<file path="config.mk">
export PLATFORM = sky130hd
export DESIGN_NAME = link_command_parser
export DESIGN_NICKNAME = d
export VERILOG_FILES = /design/src/sv/lcp_pkg.sv /design/src/sv/link_command_parser.sv
export VERILOG_INCLUDE_DIRS = /design/src /design/src/sv
export SDC_FILE = /design/constraint.sdc
export NUM_CORES = 1
export LEC_CHECK = 0
export BUFFER_PORTS_ARGS = -buffer_cell sky130_fd_sc_hd__buf_2
export CORE_AREA = 5 5 120 110
export CTS_CLUSTER_DIAMETER = 60
export DETAILED_ROUTE_END_ITERATION = 16
export DIE_AREA = 0 0 125 115
export PLACE_DENSITY = 0.66
export RECOVER_POWER = 25
export REMOVE_ABC_BUFFERS = 1
export SKIP_CTS_REPAIR_TIMING = 1
export SYNTH_ARGS = -nofsm -noshare
export SYNTH_HDL_FRONTEND = slang
export SYNTH_SLANG_ARGS = --single-unit
</file>
<file path="constraint.sdc">
create_clock -name clk -period 8 [get_ports clk]
set_input_delay 1.6 -clock clk [delete_from_list [all_inputs] [get_ports clk]]
set_output_delay 1.6 -clock clk [all_outputs]
set_load 0.02 [all_outputs]
</file>
<file path="src/sv/link_command_parser_defines.svh">
// ----------------------------------------------------------------------------
// Link command parser assertion macros
// Concurrent checks clocked on clk and held off during rst; empty for synthesis.
// ----------------------------------------------------------------------------
`ifndef LINK_COMMAND_PARSER_DEFINES_SVH
`define LINK_COMMAND_PARSER_DEFINES_SVH
`ifndef SYNTHESIS
// Check an expression at every clock edge outside reset.
`define LCP_ASSERT(label, prop, msg) \
  label: assert property (@(posedge clk) disable iff (rst) prop) else $error(msg);
// Check that a condition implies an expression in the following cycle.
`define LCP_ASSERT_NEXT(label, cond, expr, msg) \
  label: assert property (@(posedge clk) disable iff (rst) cond |=> expr) else $error(msg);
`else
`define LCP_ASSERT(label, prop, msg)
`define LCP_ASSERT_NEXT(label, cond, expr, msg)
`endif
`endif

</file>
<file path="src/sv/lcp_pkg.sv">
// ----------------------------------------------------------------------------
// Link command parser package
// Character codes, command texts, matcher state and result word types.
// ----------------------------------------------------------------------------
`default_nettype none

package lcp_pkg;

  typedef enum logic [1:0] {
    ACT_NONE      = 2'd0,
    ACT_REPOWER   = 2'd1,
    ACT_POWER_OFF = 2'd2
  } action_t;

  localparam logic [7:0] CH_NUL    = 8'h00;
  localparam logic [7:0] CH_LF     = 8'h0A;
  localparam logic [7:0] CH_CR     = 8'h0D;
  localparam logic [7:0] CH_DOLLAR = 8'h24;
  localparam logic [7:0] CH_PCT    = 8'h25;
  localparam logic [7:0] CH_DASH   = 8'h2D;
  localparam logic [7:0] CH_S      = 8'h53;

  // Command text lengths; fed saturates one above the longest whole-line text
  localparam logic [3:0] START_LEN  = 4'd10;
  localparam logic [3:0] STOP_LEN   = 4'd9;
  localparam logic [3:0] STREAM_LEN = 4'd13;
  localparam logic [3:0] DISC_LEN   = 4'd12;
  localparam logic [3:0] FED_SAT    = 4'd11;

  // alive: [0] start command prefix live, [1] stop command prefix live,
  //        [2] stream-open text not yet found, [3] disconnect text not yet found
  typedef struct packed {
    logic [3:0] alive;
    logic [3:0] fed;
    logic [3:0] spos;
    logic [3:0] dpos;
    logic       zero_seen;
  } match_t;

  localparam match_t MATCH_CLEAR = '{alive: 4'hF, fed: 4'd0, spos: 4'd0,
                                     dpos: 4'd0, zero_seen: 1'b0};

  typedef struct packed {
    logic    connected;
    logic    streaming;
    logic    display;
    action_t action;
    logic    unknown;
  } apply_t;

  typedef struct packed {
    logic    command_mode;
    logic    link_connected;
    logic    stream_enabled;
    logic    display_enabled;
    action_t display_action;
    logic    unknown_command;
    logic    line_parsed;
  } res_t;

  function automatic logic [7:0] start_txt(input logic [3:0] i);
    logic [7:0] ch;
    case (i)
      4'd0:    ch = "S";
      4'd1:    ch = "T";
      4'd2:    ch = "A";
      4'd3:    ch = "R";
      4'd4:    ch = "T";
      4'd5:    ch = "_";
      4'd6:    ch = "T";
      4'd7:    ch = "E";
      4'd8:    ch = "M";
      4'd9:    ch = "P";
      default: ch = CH_NUL;
    endcase
    return ch;
  endfunction

  function automatic logic [7:0] stop_txt(input logic [3:0] i);
    logic [7:0] ch;
    case (i)
      4'd0:    ch = "S";
      4'd1:    ch = "T";
      4'd2:    ch = "O";
      4'd3:    ch = "P";
      4'd4:    ch = "_";
      4'd5:    ch = "T";
      4'd6:    ch = "E";
      4'd7:    ch = "M";
      4'd8:    ch = "P";
      default: ch = CH_NUL;
    endcase
    return ch;
  endfunction

  function automatic logic [7:0] stream_txt(input logic [3:0] i);
    logic [7:0] ch;
    case (i)
      4'd0:    ch = "%";
      4'd1:    ch = "S";
      4'd2:    ch = "T";
      4'd3:    ch = "R";
      4'd4:    ch = "E";
      4'd5:    ch = "A";
      4'd6:    ch = "M";
      4'd7:    ch = "_";
      4'd8:    ch = "O";
      4'd9:    ch = "P";
      4'd10:   ch = "E";
      4'd11:   ch = "N";
      4'd12:   ch = "%";
      default: ch = CH_NUL;
    endcase
    return ch;
  endfunction

  function automatic logic [7:0] disc_txt(input logic [3:0] i);
    logic [7:0] ch;
    case (i)
      4'd0:    ch = "%";
      4'd1:    ch = "D";
      4'd2:    ch = "I";
      4'd3:    ch = "S";
      4'd4:    ch = "C";
      4'd5:    ch = "O";
      4'd6:    ch = "N";
      4'd7:    ch = "N";
      4'd8:    ch = "E";
      4'd9:    ch = "C";
      4'd10:   ch = "T";
      4'd11:   ch = "%";
      default: ch = CH_NUL;
    endcase
    return ch;
  endfunction

endpackage

`default_nettype wire

</file>
<file path="src/sv/link_command_parser.sv">
// ----------------------------------------------------------------------------
// Link command parser
// Escape-run tracking on the terminal side and line parsing on the link side.
// ----------------------------------------------------------------------------
// Usage:
//   Input channel (in_valid / in_stall): one word per byte, req_type 0 for a
//   terminal byte, 1 for a link byte, rx_byte the character. A word is taken
//   on a rising edge with in_valid high and in_stall low.
//   Output channel (out_valid / out_stall): exactly one result word per input
//   word, in order, carrying the mode and flag state after that byte plus the
//   display action, unknown-command flag and line-parsed strobe.
//   The byte is held in an input register, parsed in a single combinational
//   pass against the parser state, and the result lands in the output
//   register. Throughput is one byte per cycle while the receiver does not
//   stall; the state update for a byte completes in the cycle it leaves the
//   input register, so the next byte follows directly.
//   While the receiver stalls, the result holds and one further byte may sit
//   in the input register; beyond that in_stall rises.
//   Reset clears both registers and returns the parser to normal mode with
//   an empty line, disconnected, not streaming and the display powered.
// ----------------------------------------------------------------------------
`default_nettype none

`include "link_command_parser_defines.svh"

module link_command_parser #(
  parameter int LINE_LIMIT = 63,
  parameter int ESCAPE_RUN = 3
) (
  input  wire logic       clk,
  input  wire logic       rst,
  input  wire logic       in_valid,
  output logic            in_stall,
  input  wire logic       req_type,
  input  wire logic [7:0] rx_byte,
  output logic            out_valid,
  input  wire logic       out_stall,
  output logic            command_mode,
  output logic            link_connected,
  output logic            stream_enabled,
  output logic            display_enabled,
  output logic [1:0]      display_action,
  output logic            unknown_command,
  output logic            line_parsed
);

  localparam int LIW   = $clog2(LINE_LIMIT + 1);
  localparam int RUN_W = $clog2(ESCAPE_RUN + 1);

  // Input register
  logic       s1_valid;
  logic       s1_req;
  logic [7:0] s1_byte;

  // Output register
  lcp_pkg::res_t res;
  lcp_pkg::res_t res_next;

  // Parser state
  logic             in_command_mode, in_command_mode_next;
  logic [RUN_W-1:0] dollar_run, dollar_run_next;
  logic [RUN_W-1:0] dash_run, dash_run_next;
  logic [LIW-1:0]   line_index, line_index_next;
  logic [7:0]       first_char, first_char_next;
  logic [7:0]       previous_char, previous_char_next;
  lcp_pkg::match_t  match, match_next;
  logic             connected_flag, connected_flag_next;
  logic             streaming_flag, streaming_flag_next;
  logic             display_flag, display_flag_next;

  logic advance;

  // Feed one byte into the incremental matchers.
  function automatic lcp_pkg::match_t match_feed(input lcp_pkg::match_t m,
                                                 input logic [7:0] c);
    lcp_pkg::match_t r;
    r = m;
    if (!m.zero_seen) begin
      if (c == lcp_pkg::CH_NUL) begin
        r.zero_seen = 1'b1;
      end else begin
        if (m.alive[0] && !(m.fed < lcp_pkg::START_LEN && c == lcp_pkg::start_txt(m.fed)))
          r.alive[0] = 1'b0;
        if (m.alive[1] && !(m.fed < lcp_pkg::STOP_LEN && c == lcp_pkg::stop_txt(m.fed)))
          r.alive[1] = 1'b0;
        if (m.fed != lcp_pkg::FED_SAT)
          r.fed = m.fed + 4'd1;
        if (m.alive[2]) begin
          if (m.spos < lcp_pkg::STREAM_LEN && c == lcp_pkg::stream_txt(m.spos))
            r.spos = m.spos + 4'd1;
          else
            r.spos = (c == lcp_pkg::CH_PCT) ? 4'd1 : 4'd0;
          if (r.spos >= lcp_pkg::STREAM_LEN)
            r.alive[2] = 1'b0;
        end
        if (m.alive[3]) begin
          if (m.dpos < lcp_pkg::DISC_LEN && c == lcp_pkg::disc_txt(m.dpos))
            r.dpos = m.dpos + 4'd1;
          else
            r.dpos = (c == lcp_pkg::CH_PCT) ? 4'd1 : 4'd0;
          if (r.dpos >= lcp_pkg::DISC_LEN)
            r.alive[3] = 1'b0;
        end
      end
    end
    return r;
  endfunction

  // Act on a finished line: update the flags and pick the display action.
  function automatic lcp_pkg::apply_t apply_line(input lcp_pkg::match_t m,
                                                 input logic [7:0] first,
                                                 input logic conn,
                                                 input logic strm,
                                                 input logic disp);
    lcp_pkg::apply_t a;
    a.connected = conn;
    a.streaming = strm;
    a.display   = disp;
    a.action    = lcp_pkg::ACT_NONE;
    a.unknown   = 1'b0;
    if (first == lcp_pkg::CH_PCT) begin
      if (!m.alive[2]) begin
        a.connected = 1'b1;
        if (!disp) begin
          a.action  = lcp_pkg::ACT_REPOWER;
          a.display = 1'b1;
        end
      end else if (!m.alive[3]) begin
        a.connected = 1'b0;
        a.streaming = 1'b0;
        a.action    = lcp_pkg::ACT_POWER_OFF;
        a.display   = 1'b0;
      end
    end else if (first == lcp_pkg::CH_S) begin
      if (m.alive[0] && m.fed == lcp_pkg::START_LEN) begin
        if (conn)
          a.streaming = 1'b1;
      end else if (m.alive[1] && m.fed == lcp_pkg::STOP_LEN) begin
        a.streaming = 1'b0;
      end
    end else begin
      a.unknown = 1'b1;
    end
    return a;
  endfunction

  // Advance the input register whenever the output register is free or draining
  assign advance  = s1_valid && (!out_valid || !out_stall);
  assign in_stall = s1_valid && !advance;

  always_ff @(posedge clk) begin
    if (rst) begin
      s1_valid <= 1'b0;
    end else if (!in_stall) begin
      s1_valid <= in_valid;
    end
  end

  always_ff @(posedge clk) begin
    if (!in_stall && in_valid) begin
      s1_req  <= req_type;
      s1_byte <= rx_byte;
    end
  end

  // Single parsing pass over the held byte
  always_comb begin
    logic [RUN_W-1:0] run_inc;
    logic [LIW-1:0]   pos;
    logic [7:0]       first;
    lcp_pkg::match_t  mbase;
    lcp_pkg::match_t  mfed;
    lcp_pkg::apply_t  ap;
    logic             parsed;
    lcp_pkg::action_t act;
    logic             unk;

    in_command_mode_next = in_command_mode;
    dollar_run_next      = dollar_run;
    dash_run_next        = dash_run;
    line_index_next      = line_index;
    first_char_next      = first_char;
    previous_char_next   = previous_char;
    match_next           = match;
    connected_flag_next  = connected_flag;
    streaming_flag_next  = streaming_flag;
    display_flag_next    = display_flag;
    parsed               = 1'b0;
    act                  = lcp_pkg::ACT_NONE;
    unk                  = 1'b0;
    run_inc              = '0;
    pos                  = '0;
    first                = first_char;
    mbase                = match;
    mfed                 = match;
    ap                   = '0;

    if (!s1_req) begin
      // Terminal side: count escape runs
      if (s1_byte == lcp_pkg::CH_DOLLAR) begin
        run_inc = dollar_run + 1'b1;
        if (run_inc >= RUN_W'(ESCAPE_RUN)) begin
          in_command_mode_next = 1'b1;
          dollar_run_next      = '0;
        end else begin
          dollar_run_next = run_inc;
        end
      end else begin
        dollar_run_next = '0;
      end
      if (in_command_mode_next && s1_byte == lcp_pkg::CH_DASH) begin
        run_inc = dash_run + 1'b1;
        if (run_inc >= RUN_W'(ESCAPE_RUN)) begin
          in_command_mode_next = 1'b0;
          dash_run_next        = '0;
          line_index_next      = '0;
        end else begin
          dash_run_next = run_inc;
        end
      end else begin
        dash_run_next = '0;
      end
    end else if (!in_command_mode) begin
      // Link side: wrap a full line, then build and match
      pos             = (line_index >= LIW'(LINE_LIMIT)) ? '0 : line_index;
      line_index_next = pos + 1'b1;
      if (pos == '0) begin
        first = s1_byte;
        mbase = lcp_pkg::MATCH_CLEAR;
      end
      first_char_next = first;
      if (s1_byte == lcp_pkg::CH_LF && pos != '0 && previous_char == lcp_pkg::CH_CR) begin
        // CR LF: judge the line without the CR
        match_next      = mbase;
        ap              = apply_line(mbase, first, connected_flag, streaming_flag,
                                     display_flag);
        parsed          = 1'b1;
        line_index_next = '0;
      end else begin
        mfed       = (pos != '0) ? match_feed(mbase, previous_char) : mbase;
        match_next = mfed;
        if (pos != '0 && s1_byte == lcp_pkg::CH_PCT && first == lcp_pkg::CH_PCT) begin
          // Closing percent is part of the line
          ap              = apply_line(match_feed(mfed, s1_byte), first, connected_flag,
                                       streaming_flag, display_flag);
          parsed          = 1'b1;
          line_index_next = '0;
        end
      end
      previous_char_next = s1_byte;
    end

    if (parsed) begin
      connected_flag_next = ap.connected;
      streaming_flag_next = ap.streaming;
      display_flag_next   = ap.display;
      act                 = ap.action;
      unk                 = ap.unknown;
    end

    res_next.command_mode    = in_command_mode_next;
    res_next.link_connected  = connected_flag_next;
    res_next.stream_enabled  = streaming_flag_next;
    res_next.display_enabled = display_flag_next;
    res_next.display_action  = act;
    res_next.unknown_command = unk;
    res_next.line_parsed     = parsed;
  end

  // Commit state when the byte leaves the input register
  always_ff @(posedge clk) begin
    if (rst) begin
      in_command_mode <= 1'b0;
      dollar_run      <= '0;
      dash_run        <= '0;
      line_index      <= '0;
      first_char      <= lcp_pkg::CH_NUL;
      previous_char   <= lcp_pkg::CH_NUL;
      match           <= lcp_pkg::MATCH_CLEAR;
      connected_flag  <= 1'b0;
      streaming_flag  <= 1'b0;
      display_flag    <= 1'b1;
    end else if (advance) begin
      in_command_mode <= in_command_mode_next;
      dollar_run      <= dollar_run_next;
      dash_run        <= dash_run_next;
      line_index      <= line_index_next;
      first_char      <= first_char_next;
      previous_char   <= previous_char_next;
      match           <= match_next;
      connected_flag  <= connected_flag_next;
      streaming_flag  <= streaming_flag_next;
      display_flag    <= display_flag_next;
    end
  end

  // Output register: load on advance, drop once taken
  always_ff @(posedge clk) begin
    if (rst) begin
      out_valid <= 1'b0;
    end else if (advance) begin
      out_valid <= 1'b1;
    end else if (!out_stall) begin
      out_valid <= 1'b0;
    end
  end

  always_ff @(posedge clk) begin
    if (advance) begin
      res <= res_next;
    end
  end

  assign command_mode    = res.command_mode;
  assign link_connected  = res.link_connected;
  assign stream_enabled  = res.stream_enabled;
  assign display_enabled = res.display_enabled;
  assign display_action  = res.display_action;
  assign unknown_command = res.unknown_command;
  assign line_parsed     = res.line_parsed;

  // Assertions
  `LCP_ASSERT(a_strobe_only_on_parse, (out_valid && !line_parsed) |-> (display_action == lcp_pkg::ACT_NONE && !unknown_command), "action or unknown flag without a parsed line")
  `LCP_ASSERT(a_stream_needs_link, streaming_flag |-> connected_flag, "streaming while disconnected")
  `LCP_ASSERT(a_index_bound, line_index <= LIW'(LINE_LIMIT), "line index beyond line limit")
  `LCP_ASSERT(a_power_off_flags, (out_valid && display_action == lcp_pkg::ACT_POWER_OFF) |-> (!display_enabled && !link_connected && !stream_enabled), "power-off action with flags still set")
  `LCP_ASSERT_NEXT(a_repower_flags, (advance && res_next.display_action == lcp_pkg::ACT_REPOWER), (display_flag && connected_flag), "repower action without display and link flags")

endmodule

`default_nettype wire

</file>
# Yosys cells after proc, flatten, opt, wreduce, memory -nomap -nowiden
# Memories as Yosys holds them, arrays and structs flattened.
# Cells that the tools add are included.
[totals] register_bits=66 rom_bits=832 out_inout_bits=10 wordCells=300 n_memories=8
[memory_table] name="(name not given)" depth=16 word_bits=7 rd=1 rd_clocked_by_memory_dff=0 write_ports=0 line="lcp_pkg.sv:98" source="case (i)"
[memory_table] name="(name not given)" depth=16 word_bits=7 rd=1 rd_clocked_by_memory_dff=0 write_ports=0 line="lcp_pkg.sv:119" source="case (i)"
[memory_table] name="(name not given)" depth=16 word_bits=7 rd=1 rd_clocked_by_memory_dff=0 write_ports=0 line="lcp_pkg.sv:98"
[memory_table] name="(name not given)" depth=16 word_bits=7 rd=1 rd_clocked_by_memory_dff=0 write_ports=0 line="lcp_pkg.sv:119"
[memory_table] name="(name not given)" depth=16 word_bits=6 rd=1 rd_clocked_by_memory_dff=0 write_ports=0 line="lcp_pkg.sv:63" source="case (i)"
[memory_table] name="(name not given)" depth=16 word_bits=6 rd=1 rd_clocked_by_memory_dff=0 write_ports=0 line="lcp_pkg.sv:81" source="case (i)"
[memory_table] name="+2 memories"
[op_classes] add_sub_neg=9 order_cmp=15 eq_ne=24 mux=173 bitwise=3 n_reduce_logical=43
[op_table] operator="two-way mux 8 bit" n=51
[op_table] operator="two-way mux 17 bit" n=14
[op_table] operator="two-way mux 4 bit" n=36
[op_table] operator="two-way mux 6 bit" n=11
[op_table] operator="== test 8 bit" n=8
[op_table] operator="two-way mux 1 bit" n=49
[op_table] operator="== test 8 x 6 -> 1 bit, second input constant" n=5
[op_table] operator="< comparator 4 bit, second input constant" n=8
[op_table] operator="two-way mux 16 bit" n=2
[op_table] operator="adder 4 x 1 -> 4 bit, second input constant" n=6
[op_table] operator="logical AND 1 bit" n=24
[op_table] operator="== test 4 bit, second input constant" n=4
[op_table] operator="== test 8 x 4 -> 1 bit, second input constant" n=2
[op_table] operator=">= comparator 4 bit, second input constant" n=4
[op_table] operator="zero test 8 bit" n=2
[op_table] operator="two-way mux 3 bit" n=4
[op_table] operator="two-way mux 5 bit" n=2
[op_table] operator="== test 8 x 7 -> 1 bit, second input constant" n=1
[op_table] operator="zero test 1 bit" n=8
[op_table] operator="two-way mux 2 bit" n=4
[op_table] operator="inequality test 4 bit, second input constant" n=2
[op_table] operator="adder 6 x 1 -> 6 bit, second input constant" n=1
[op_table] operator=">= comparator 6 bit, second input constant" n=1
[op_table] operator="zero test 6 bit" n=1
[op_table] operator="other kinds (12)" n=17

# Longest topological paths before layout
# Gate-level depths: netlist (run 1).
# An unclocked memory read counts as a cell.
[logic_depth] depth_word=69 ltp_mapped=29 mapped_depth_nobuf=25

# Worst setup path after synthesis (run 1)
# OpenSTA, ideal clock, no wires.
[synth_path] path_type="register to register" startpoint="register line_index[0]" endpoint="register res (netlist bit stream_enabled), data pin" setup_ns=0.259 arrival_time_ns=6.040 slack_ns=1.701 path_stages_with_launch=27 n_path_buf=6 path_cell_list="dfxtp_1 > ha_1 > nand2_1 > o22a_4 > buf_6 > clkbuf_1 > clkbuf_1 > buf_1 > buf_1 > nand2_1 > ha_1 > or4_1 > a211oi_1 > o211ai_2 > o41ai_4 > and2_1 > buf_6 > inv_2 > ha_1 > nand2_1 > nor4b_1 > nand4_1 > a22o_1 > a2111o_1 > o31ai_2 > nor3b_2 > o21ai_1"
[synth_lines] element="start: declaration" line="link_command_parser.sv:63" source="logic [LIW-1:0] line_index, line_index_next;"
[synth_lines] element="start signal: assignment" line="link_command_parser.sv:287" source="line_index <= line_index_next;"
[synth_lines] element="end signal: assignment" line="link_command_parser.sv:310" source="res <= res_next;"
[synth_lines] element="end: declaration" line="link_command_parser.sv:56" source="lcp_pkg::res_t res;"

# Worst setup path in the final report (run 1)
[layout_path] startpoint="register line_index[0]" endpoint="register connected_flag"
[layout_between] elab_chain_cells=64
[layout_rtl] element=">= comparator 6 bit" line="link_command_parser.sv:225" source="pos = (line_index >= LIW'(LINE_LIMIT)) ? '0 : line_index;"
[layout_rtl] element="two-way mux 6 bit (*)" line="link_command_parser.sv:225"
[layout_rtl] element="zero test 6 bit" line="link_command_parser.sv:227" source="if (pos == '0) begin"
[layout_rtl] element="two-way mux 17 bit" line="link_command_parser.sv:227"
[layout_rtl] element="two-way mux 17 bit" line="link_command_parser.sv:223" source="end else if (!in_command_mode) begin"
[layout_rtl] element="two-way mux 17 bit" line="link_command_parser.sv:198" source="if (!s1_req) begin"
[layout_rtl] element="memory read (16 x 7 bit)"
[layout_rtl] element="two-way mux 8 bit" line="link_command_parser.sv:96" source="if (m.alive[3]) begin"
[layout_rtl] element="[48 not listed]"
[layout_rtl] element="two-way mux 5 bit" line="link_command_parser.sv:128" source="end else if (!m.alive[3]) begin"
[layout_rtl] element="two-way mux 1 bit" line="link_command_parser.sv:122" source="if (!m.alive[2]) begin"
[layout_rtl] element="two-way mux 1 bit" line="link_command_parser.sv:121" source="if (first == lcp_pkg::CH_PCT) begin"
[layout_rtl] element="two-way mux 6 bit" line="link_command_parser.sv:242" source="if (pos != '0 && s1_byte == lcp_pkg::CH_PCT && first == lcp_pkg::CH_PCT) begin"
[layout_rtl] element="two-way mux 6 bit" line="link_command_parser.sv:232" source="if (s1_byte == lcp_pkg::CH_LF && pos != '0 && previous_char == lcp_pkg::CH_CR) begin"
[layout_rtl] element="two-way mux 6 bit" line="link_command_parser.sv:223"
[layout_rtl] element="two-way mux 6 bit" line="link_command_parser.sv:198"
[layout_rtl] element="two-way mux 1 bit (*)" line="link_command_parser.sv:253" source="if (parsed) begin"
[layout_rtl] element="end signal: assignment" line="link_command_parser.sv:291" source="connected_flag <= connected_flag_next;"
[layout_rtl] element="end: declaration" line="link_command_parser.sv:67" source="logic connected_flag, connected_flag_next;"
# Every way passes the cells marked *; elsewhere a longest branch is shown, timed or not. The select of a mux whose other input is x is not followed.
# A chain may end at the register's enable or synchronous reset.

==> metrics.cfg, run 1 <==
[outcome]
outcome=finished, violations left
violations=max-capacitance violations, max-slew violations

[cells_and_area]
layout-drive-gt1-share_pct=9.47
nets=787
mostFrequentLayoutCell=nand2_1
fin_util_pct=52.0
n_antenna_cell=0
fin_area_sq_mm=0.00616
area_delta_synth_final_pct=6.75
multiInputGateArea_sq_mm=0.00392
fillCellCount=1119
final_cell_mix=nand2_1 (103), a21oi_1 (76), nor2_1 (67), dfxtp_1 (49), ha_1 (29)
seq_area_sq_mm=0.00149
layoutNonFillerInstCount=910

[pwr]
intPower_mw=0.639
clkPwrFrac_pct=45.4
powerDensity_mw_per_mm2=143
power_switching_mw=0.242
combPwrFrac_pct=11.7
p_leak_nw=2.24
p_seq_share_pct=42.9
peakVddDrop_uv=135
p_total_mw=0.881
swShare_pct=27.5

[setup_path]
critPathTopFamily=simple AND/OR/NAND/NOR gates
cp_max_fo=51
cpMaxStageDelayCell=nor2_1
cp_data_arrival_time_ps=6810
critPathKind=register to register
critPathLaunchType=register
slowest_delay_ps=610
endpoint_kind=register
worstPathCellList=or4_4, o22a_4, nand2_1, inv_1, ha_1, ha_1, or4_1, a211oi_1, o211a_1, a211oi_1, nor2_1, nand2_1, ha_1, nand2_1, nor4b_1, nand4_1, a22o_1, a2111o_1, o31ai_2, nor3b_4, a2111oi_2
cp_num_buf_inv=1
critical_path_required_ps=8110

[synth]
yosysSeqAreaShare_pct=25.9
synth.avg_cell_area_sq_um=7.54
synth_edf_count=17
ys_seq_elements=66
synth_cells=765
synth_cell_types=95
synth_ff_type=dfxtp_1
ys_warn_count=0
syn-cell-area_sq_mm=0.00577
async_flop_share_pct=0

[timing]
finalHoldViolations=0
slew-limit-headroom_pct=-56.6
setup_tns_ps=0
fin_crit_sh_pct=83.8
rsz0062_at_grt=no
slew_violations=52
fin_skew_ps=8.28
whs_ps=456
tightest_slew_ps=2350
post-route-min-period_ps=6700
setup_viol=0
fmax_ghz=0.149
fin_ws_ps=1300

[placed_design]
gp_congestion=0.955
hpwl_mm=11.4
dp_cells=894
placed_cell_area_sq_mm=0.00586
port_buffers=22
dp_slack_ps=1400

[clock_network]
htreeDepth=3
cts_tree=done
clk_latency_ps=330
clkTransAtPathRegs_ps=60
cts-root-buf=clkbuf_16
clk_path_buf_depth=2
cts_sinks=66
cts-buffers-inserted=9

[floorplan]
dieArea_sq_mm=0.0144
dieHeight_microns=115
num_rows=38
fp.coreArea_sq_mm=0.0118
pin_count=23
initial_core_util_pct=48.7
dieWidth_microns=125

[global_route]
grtUsageTotal_pct=22.5
antenna_found_initial=0
grt_pass1_vias=5370
grt_pass1_wl_mm=26.9
grt_overflow_total=0
grt_max_degree=52

[route]
dr.first_iter.drc_count=594
firstDrtPassIters=5
wl_mm=16.2
routed-via-count=5721
drc=0
routedWlPerCell_microns=17.8
viasPerCell=6.29
ant_nets=0

[hold_path]
holdCritPathClass=register to register

[flow_run]
drv_cap=1

power groups by stage:
stage | logic (mW) | registers (mW) | clock network (mW)
2_1_floorplan | 0.0689 | 0.377 | 0
3_3_place_gp | 0.0993 | 0.383 | 0
3_5_place_dp | 0.101 | 0.384 | 0
4_1_cts | 0.102 | 0.377 | 0.406
5_1_grt | 0.114 | 0.379 | 0.423
6_report | 0.103 | 0.378 | 0.400
per-layer routing:
| metal | up-vias | global-route usage (%) | part of all wire [%] |
|---|---|---|---|
| met5 | - | 0 | 0 |
| met4 | 0 | 6.94 | 1.9 |
| met3 | 25 | 3.62 | 6.5 |
| met2 | 226 | 36.9 | 45 |
| met1 | 2687 | 30.6 | 47 |
| li1 | 2783 | - | - |
flip-flops by register name (all words and copies together), names as in the netlist, 2 cells and up:
| register | flops |
|---|---|
| dash_run | 2 |
| display_action | 2 |
| dollar_run | 2 |
| first_char | 8 |
| line_index | 6 |
| match | 17 |
| previous_char | 8 |
| s1_byte | 8 |
path summary, 6_finish.rpt:
kind	slack (ps)	depth (start not counted)	startpoint	to
worst max-delay path	1300	21	line_index[0]	connected_flag
worst min-delay path	460	2	first_char[0]	first_char[0]
worst max register to register	1300	21	line_index[0]	connected_flag
worst min register to register	460	2	first_char[0]	first_char[0]
final cells by class:
class | count | area share (%)
sequential | 66 | 24.2
timing repair buffer | 25 | 2.07
tap | 160 | 3.25
clock inverter | 6 | 1.06
inverter | 30 | 1.83
clock buffer | 10 | 3.88
multi-input combinational | 613 | 63.7
worst register-to-register path: cells and delay by family, from the launching register on:
kind | cells | cell delay [ps]
adder cells (fa/ha/maj) | 3 | 790
AO/OA/AOI/OAI | 8 | 2240
buffers and inverters | 1 | 110
AND/OR/NAND/NOR | 9 | 2990
flip-flops | 1 | 370
cells in the mapped netlist, drive strengths merged (10+ instances only):
cell type	number	area [sq um]
edfxtp	17	510
nand3	20	100
nor2b	14	87.6
dfxtp	49	981
inv	30	113
nand2	103	387
or2	10	62.6
clkbuf	44	165
nor3	27	135
a21oi	76	380
nor2	67	251
a211oi	13	97.6
xor2	11	96.3
or3	10	67.6
buf	12	77.6
nand2b	10	62.6
o21ai	31	163
nor4	13	81.3
a31oi	11	68.8
ha	29	363
cell families after synthesis:
| kind of cell | after synthesis | synth area share [%] |
|---|---|---|
| multiplexers | 7 | 1.24 |
| adder cells (fa/ha/maj) | 30 | 6.46 |
| flip-flops | 66 | 25.9 |
| AO/OA/AOI/OAI | 233 | 29.0 |
| XOR/XNOR | 18 | 2.73 |
| buffers and inverters | 86 | 6.16 |
| AND/OR/NAND/NOR | 325 | 28.6 |
Note: power is estimated with default switching activity, not from simulation.
==> run 2: changes to the inputs <==
- PLACE_DENSITY: 0.66 -> 0.68
- clock period: 8 -> 5.8 ns (I/O delays scaled with it)
==> metrics.cfg, run 2 (synthesis results as in run 1) <==
[outcome]
outcome=finished, final reports clean

[clock_network]
cts-root-buf=clkbuf_16
cts_sinks=66
htreeDepth=3
cts-buffers-inserted=9
clkTransAtPathRegs_ps=60
cts_tree=done
clk_latency_ps=330
clk_path_buf_depth=2

[pwr]
p_leak_nw=2.40
swShare_pct=25.9
intPower_mw=0.920
power_switching_mw=0.322
peakVddDrop_uv=183
combPwrFrac_pct=12.9
powerDensity_mw_per_mm2=191
clkPwrFrac_pct=45.2
p_total_mw=1.24
p_seq_share_pct=41.9

[setup_path]
critical_path_required_ps=5880
cp_max_fo=7
r2r_setup_slack_ps=220
reg2regPathDepth=21
r2r_start=line_index[5]
cp_data_arrival_time_ps=5650
endpoint_kind=register
critPathLaunchType=register
critPathKind=register to register
r2r-end=stream_enabled

[hold_path]
holdPathEnd=first_char[0]
min_path_cells=2
hold_start=first_char[0]
holdCritPathClass=register to register

[placed_design]
port_buffers=22
gp_congestion=0.912
hpwl_mm=12.1
dp_cells=921

[global_route]
grt_pass1_vias=5607
grt_max_degree=52
grt_overflow_total=0
antenna_found_initial=0
grtUsageTotal_pct=23.5
grt_pass1_wl_mm=28.0

[route]
routedWlPerCell_microns=17.8
wl_mm=16.8
drc=0
firstDrtPassIters=5
ant_nets=0
dr.first_iter.drc_count=572
routed-via-count=5870
viasPerCell=6.22

[timing]
post-route-min-period_ps=5580
setup_viol=0
slew_violations=0
fin_crit_sh_pct=96.2
fmax_ghz=0.179
slew-limit-headroom_pct=33.5
setup_tns_ps=0
tightest_slew_ps=997
finalHoldViolations=0
fin_skew_ps=8.38

[flow_run]
drv_cap=0

[floorplan]
dieHeight_microns=115
pin_count=23
initial_core_util_pct=48.7
num_rows=38
dieArea_sq_mm=0.0144
fp.coreArea_sq_mm=0.0118
dieWidth_microns=125

[cells_and_area]
largest_reg_flops=17
mostFrequentLayoutCell=nand2_1
final_cell_mix=nand2_1 (102), a21oi_1 (75), nor2_1 (67), dfxtp_1 (49), buf_4 (35)
layoutNonFillerInstCount=943
area_delta_synth_final_pct=12.5
regMostFlops=match
nets=820
layout-drive-gt1-share_pct=14.0
n_antenna_cell=0

[run 2: through the flow]
step / hold slack [ps] / setup WS, ps / instance area, sq um / util [%]
2_1_floorplan: 426 / -25.7 / 5530 / -
3_3_place_gp: 439 / 118 / 6070 / 51.3
3_5_place_dp: 448 / -12.6 / 6070 / 51.3
4_1_cts: 455 / -108 / 6380 / 53.9
5_1_grt: 483 / -30.2 / 6490 / 54.8
6_report: 454 / 223 / 6490 / 54.8
[run 2: per-layer routing]
metal	vias up	share of wire, %	wire, microns	track usage (%)
li1	2853	-	-	-
met3	24	6.9	1170	4.13
met4	0	1.7	285	7.37
met2	204	47	7900	38.9
met1	2789	44	7470	31.4
met5	-	0	0	0
[run 2: power groups by stage]
stage               Clock, mW  Sequential (mW)  Combinational (mW)
floorplan                   0            0.519              0.0951
global placement            0            0.526               0.148
detailed placement          0            0.528               0.151
CTS                     0.571            0.518               0.152
global route            0.595            0.522               0.178
finish                  0.561            0.520               0.160
[run 2: final cells by class]
type                            instances  area (sq um)
Timing Repair Buffer                   58           387
Inverter                               30           113
Clock inverter                          1          30.0
Multi-Input combinational cell        613          3990
Fill cell                            1115          5350
Clock buffer                           15           279
Tap cell                              160           200
Sequential cell                        66          1490
[run 2: critical path: stages, from the launching register on]
cell	delay (ps)
dfxtp_1	340
or4_4	550
o22a_4	240
nand2_1	100
inv_1	80
ha_1	220
ha_1	230
or4_1	540
a211oi_2	270
o211ai_2	180
o41ai_4	340
and2_1	210
inv_2	90
ha_1	280
nand2_1	70
nor4b_2	240
nand4_1	120
a22o_1	250
a2111o_1	380
o31ai_4	270
nor3b_2	250
o21ai_1	80
[run 2: how the worst max path moves through the flow]
stage | end | cells past startpoint | from | slack (ps)
floorplan | stream_enabled | 21 | line_index[0] | -30
global placement | stream_enabled | 21 | line_index[5] | 120
detailed placement | connected_flag | 21 | line_index[5] | -10
CTS | connected_flag | 21 | line_index[5] | -110
global route | connected_flag | 22 | line_index[5] | -30
finish | stream_enabled | 21 | line_index[5] | 220
==> run 3: changes to the inputs <==
- CORE_AREA: 5 5 120 110 -> 2 2 117 107
- DIE_AREA: 0 0 125 115 -> 0 0 119 109
==> metrics.cfg, run 3 (synthesis results as in run 1) <==
[timing]
whs_ps=457
slew-limit-headroom_pct=37.4
fin_crit_sh_pct=95.7
slew_violations=0
finalHoldViolations=0
fmax_ghz=0.180
tightest_slew_ps=937
setup_viol=0
fin_skew_ps=8.20
setup_tns_ps=0
post-route-min-period_ps=5550

[route]
drc=0
dr.first_iter.drc_count=644
ant_nets=0
routed-via-count=5923
wl_mm=16.5
routedWlPerCell_microns=17.6
firstDrtPassIters=6
viasPerCell=6.31

[global_route]
grt_max_degree=52
grt_overflow_total=0
grt_pass1_vias=5474
antenna_found_initial=0
grt_pass1_wl_mm=27.0
grtUsageTotal_pct=25.6

[floorplan]
initial_core_util_pct=48.7
num_rows=38
dieArea_sq_mm=0.0130
dieWidth_microns=119
dieHeight_microns=109
pin_count=23
fp.coreArea_sq_mm=0.0118

[setup_path]
cp_max_fo=7
cp_data_arrival_time_ps=5760
worstPathCellList=or4_4, o22a_4, nand2_1, inv_1, ha_2, ha_2, or4_1, a211oi_2, o211ai_2, o41ai_4, and2_4, inv_2, ha_1, nand2_1, nor4b_2, nand4_1, a22o_1, a2111o_1, o31ai_4, nor3b_4, o21a_1
critPathLaunchType=register
critPathTopFamily=simple AND/OR/NAND/NOR gates
slowest_delay_ps=540
cp_num_buf_inv=2
critical_path_required_ps=6010
cpMaxStageDelayCell=or4_4
critPathKind=register to register
endpoint_kind=register

[cells_and_area]
final_cell_mix=nand2_1 (101), a21oi_1 (76), nor2_1 (67), dfxtp_1 (48), buf_4 (32)
nets=816
fin_util_pct=54.9
area_delta_synth_final_pct=12.8
regMostFlops=match
layout-drive-gt1-share_pct=14.6
mostFrequentLayoutCell=nand2_1
fillCellCount=1087
largest_reg_flops=17
layoutNonFillerInstCount=939
n_antenna_cell=0

[placed_design]
gp_congestion=0.917
dp_cells=920
port_buffers=22
hpwl_mm=11.9

[pwr]
p_total_mw=1.31
peakVddDrop_uv=226
p_leak_nw=2.40
powerDensity_mw_per_mm2=202

[clock_network]
cts_sinks=66
clk_path_buf_depth=2
cts-buffers-inserted=9
htreeDepth=3
cts_tree=done
clkTransAtPathRegs_ps=60
cts-root-buf=clkbuf_16
clk_latency_ps=330

[hold_path]
holdCritPathClass=register to register

[flow_run]
drv_cap=0

[outcome]
outcome=finished, final reports clean

run 3: cell count changes in the layout (fill, tap and decap cells not counted), sizes merged:
cell	delta
buf	-4
bufinv	+1
clkbuf	-4
clkinv	+2
clkinvlp	+1
run 3: stage by stage:
stage	worst slack (ps)	area, sq um
finish	248	6500
detailed placement	-40.5	6050
floorplan	-25.7	5530
global placement	136	6050
global route	-8.12	6500
CTS	-81.3	6410
run 3: area by class of cell:
class	count	area, sq um	share of cell area, %
clock buffer	11	275	4.23
clock inverter	5	81.3	1.25
inverter	30	113	1.73
multi-input combinational	613	4000	61.5
sequential	66	1490	23.0
tap	160	200	3.08
timing repair buffer	54	344	5.29
run 3: path summary, 6_finish.rpt:
check                           slack (ps)     startpoint  depth (start not counted)                end
worst max-delay path                   250  line_index[5]                         21  display_action[1]
worst min-delay path                   460  first_char[7]                          2      first_char[7]
worst min register to register         460  first_char[7]                          2      first_char[7]
worst max register to register         250  line_index[5]                         21  display_action[1]
run 3: worst register-to-register path: cells and delay by family (launching register included):
family	cells	cell delay (ps)
DFF	1	330
AOI/OAI and AO/OA	8	2110
and+or+nand+nor	8	2150
adders and majority gates	3	680
buffers and inverters	2	140
run 3: power breakdown:
| group | total, mW | internal (mW) | switching (mW) |
|---|---|---|---|
| Sequential | 0.518 | 0.486 | 0.0318 |
| Combinational | 0.158 | 0.0581 | 0.0995 |
| Clock | 0.636 | 0.428 | 0.208 |
run 3: routing by layer:
metal | routed length [microns] | global-route usage (%)
met5 | 0 | 0
met1 | 7500 | 34.2
met2 | 7600 | 42.2
met4 | 335 | 9.44
met3 | 1100 | 3.71
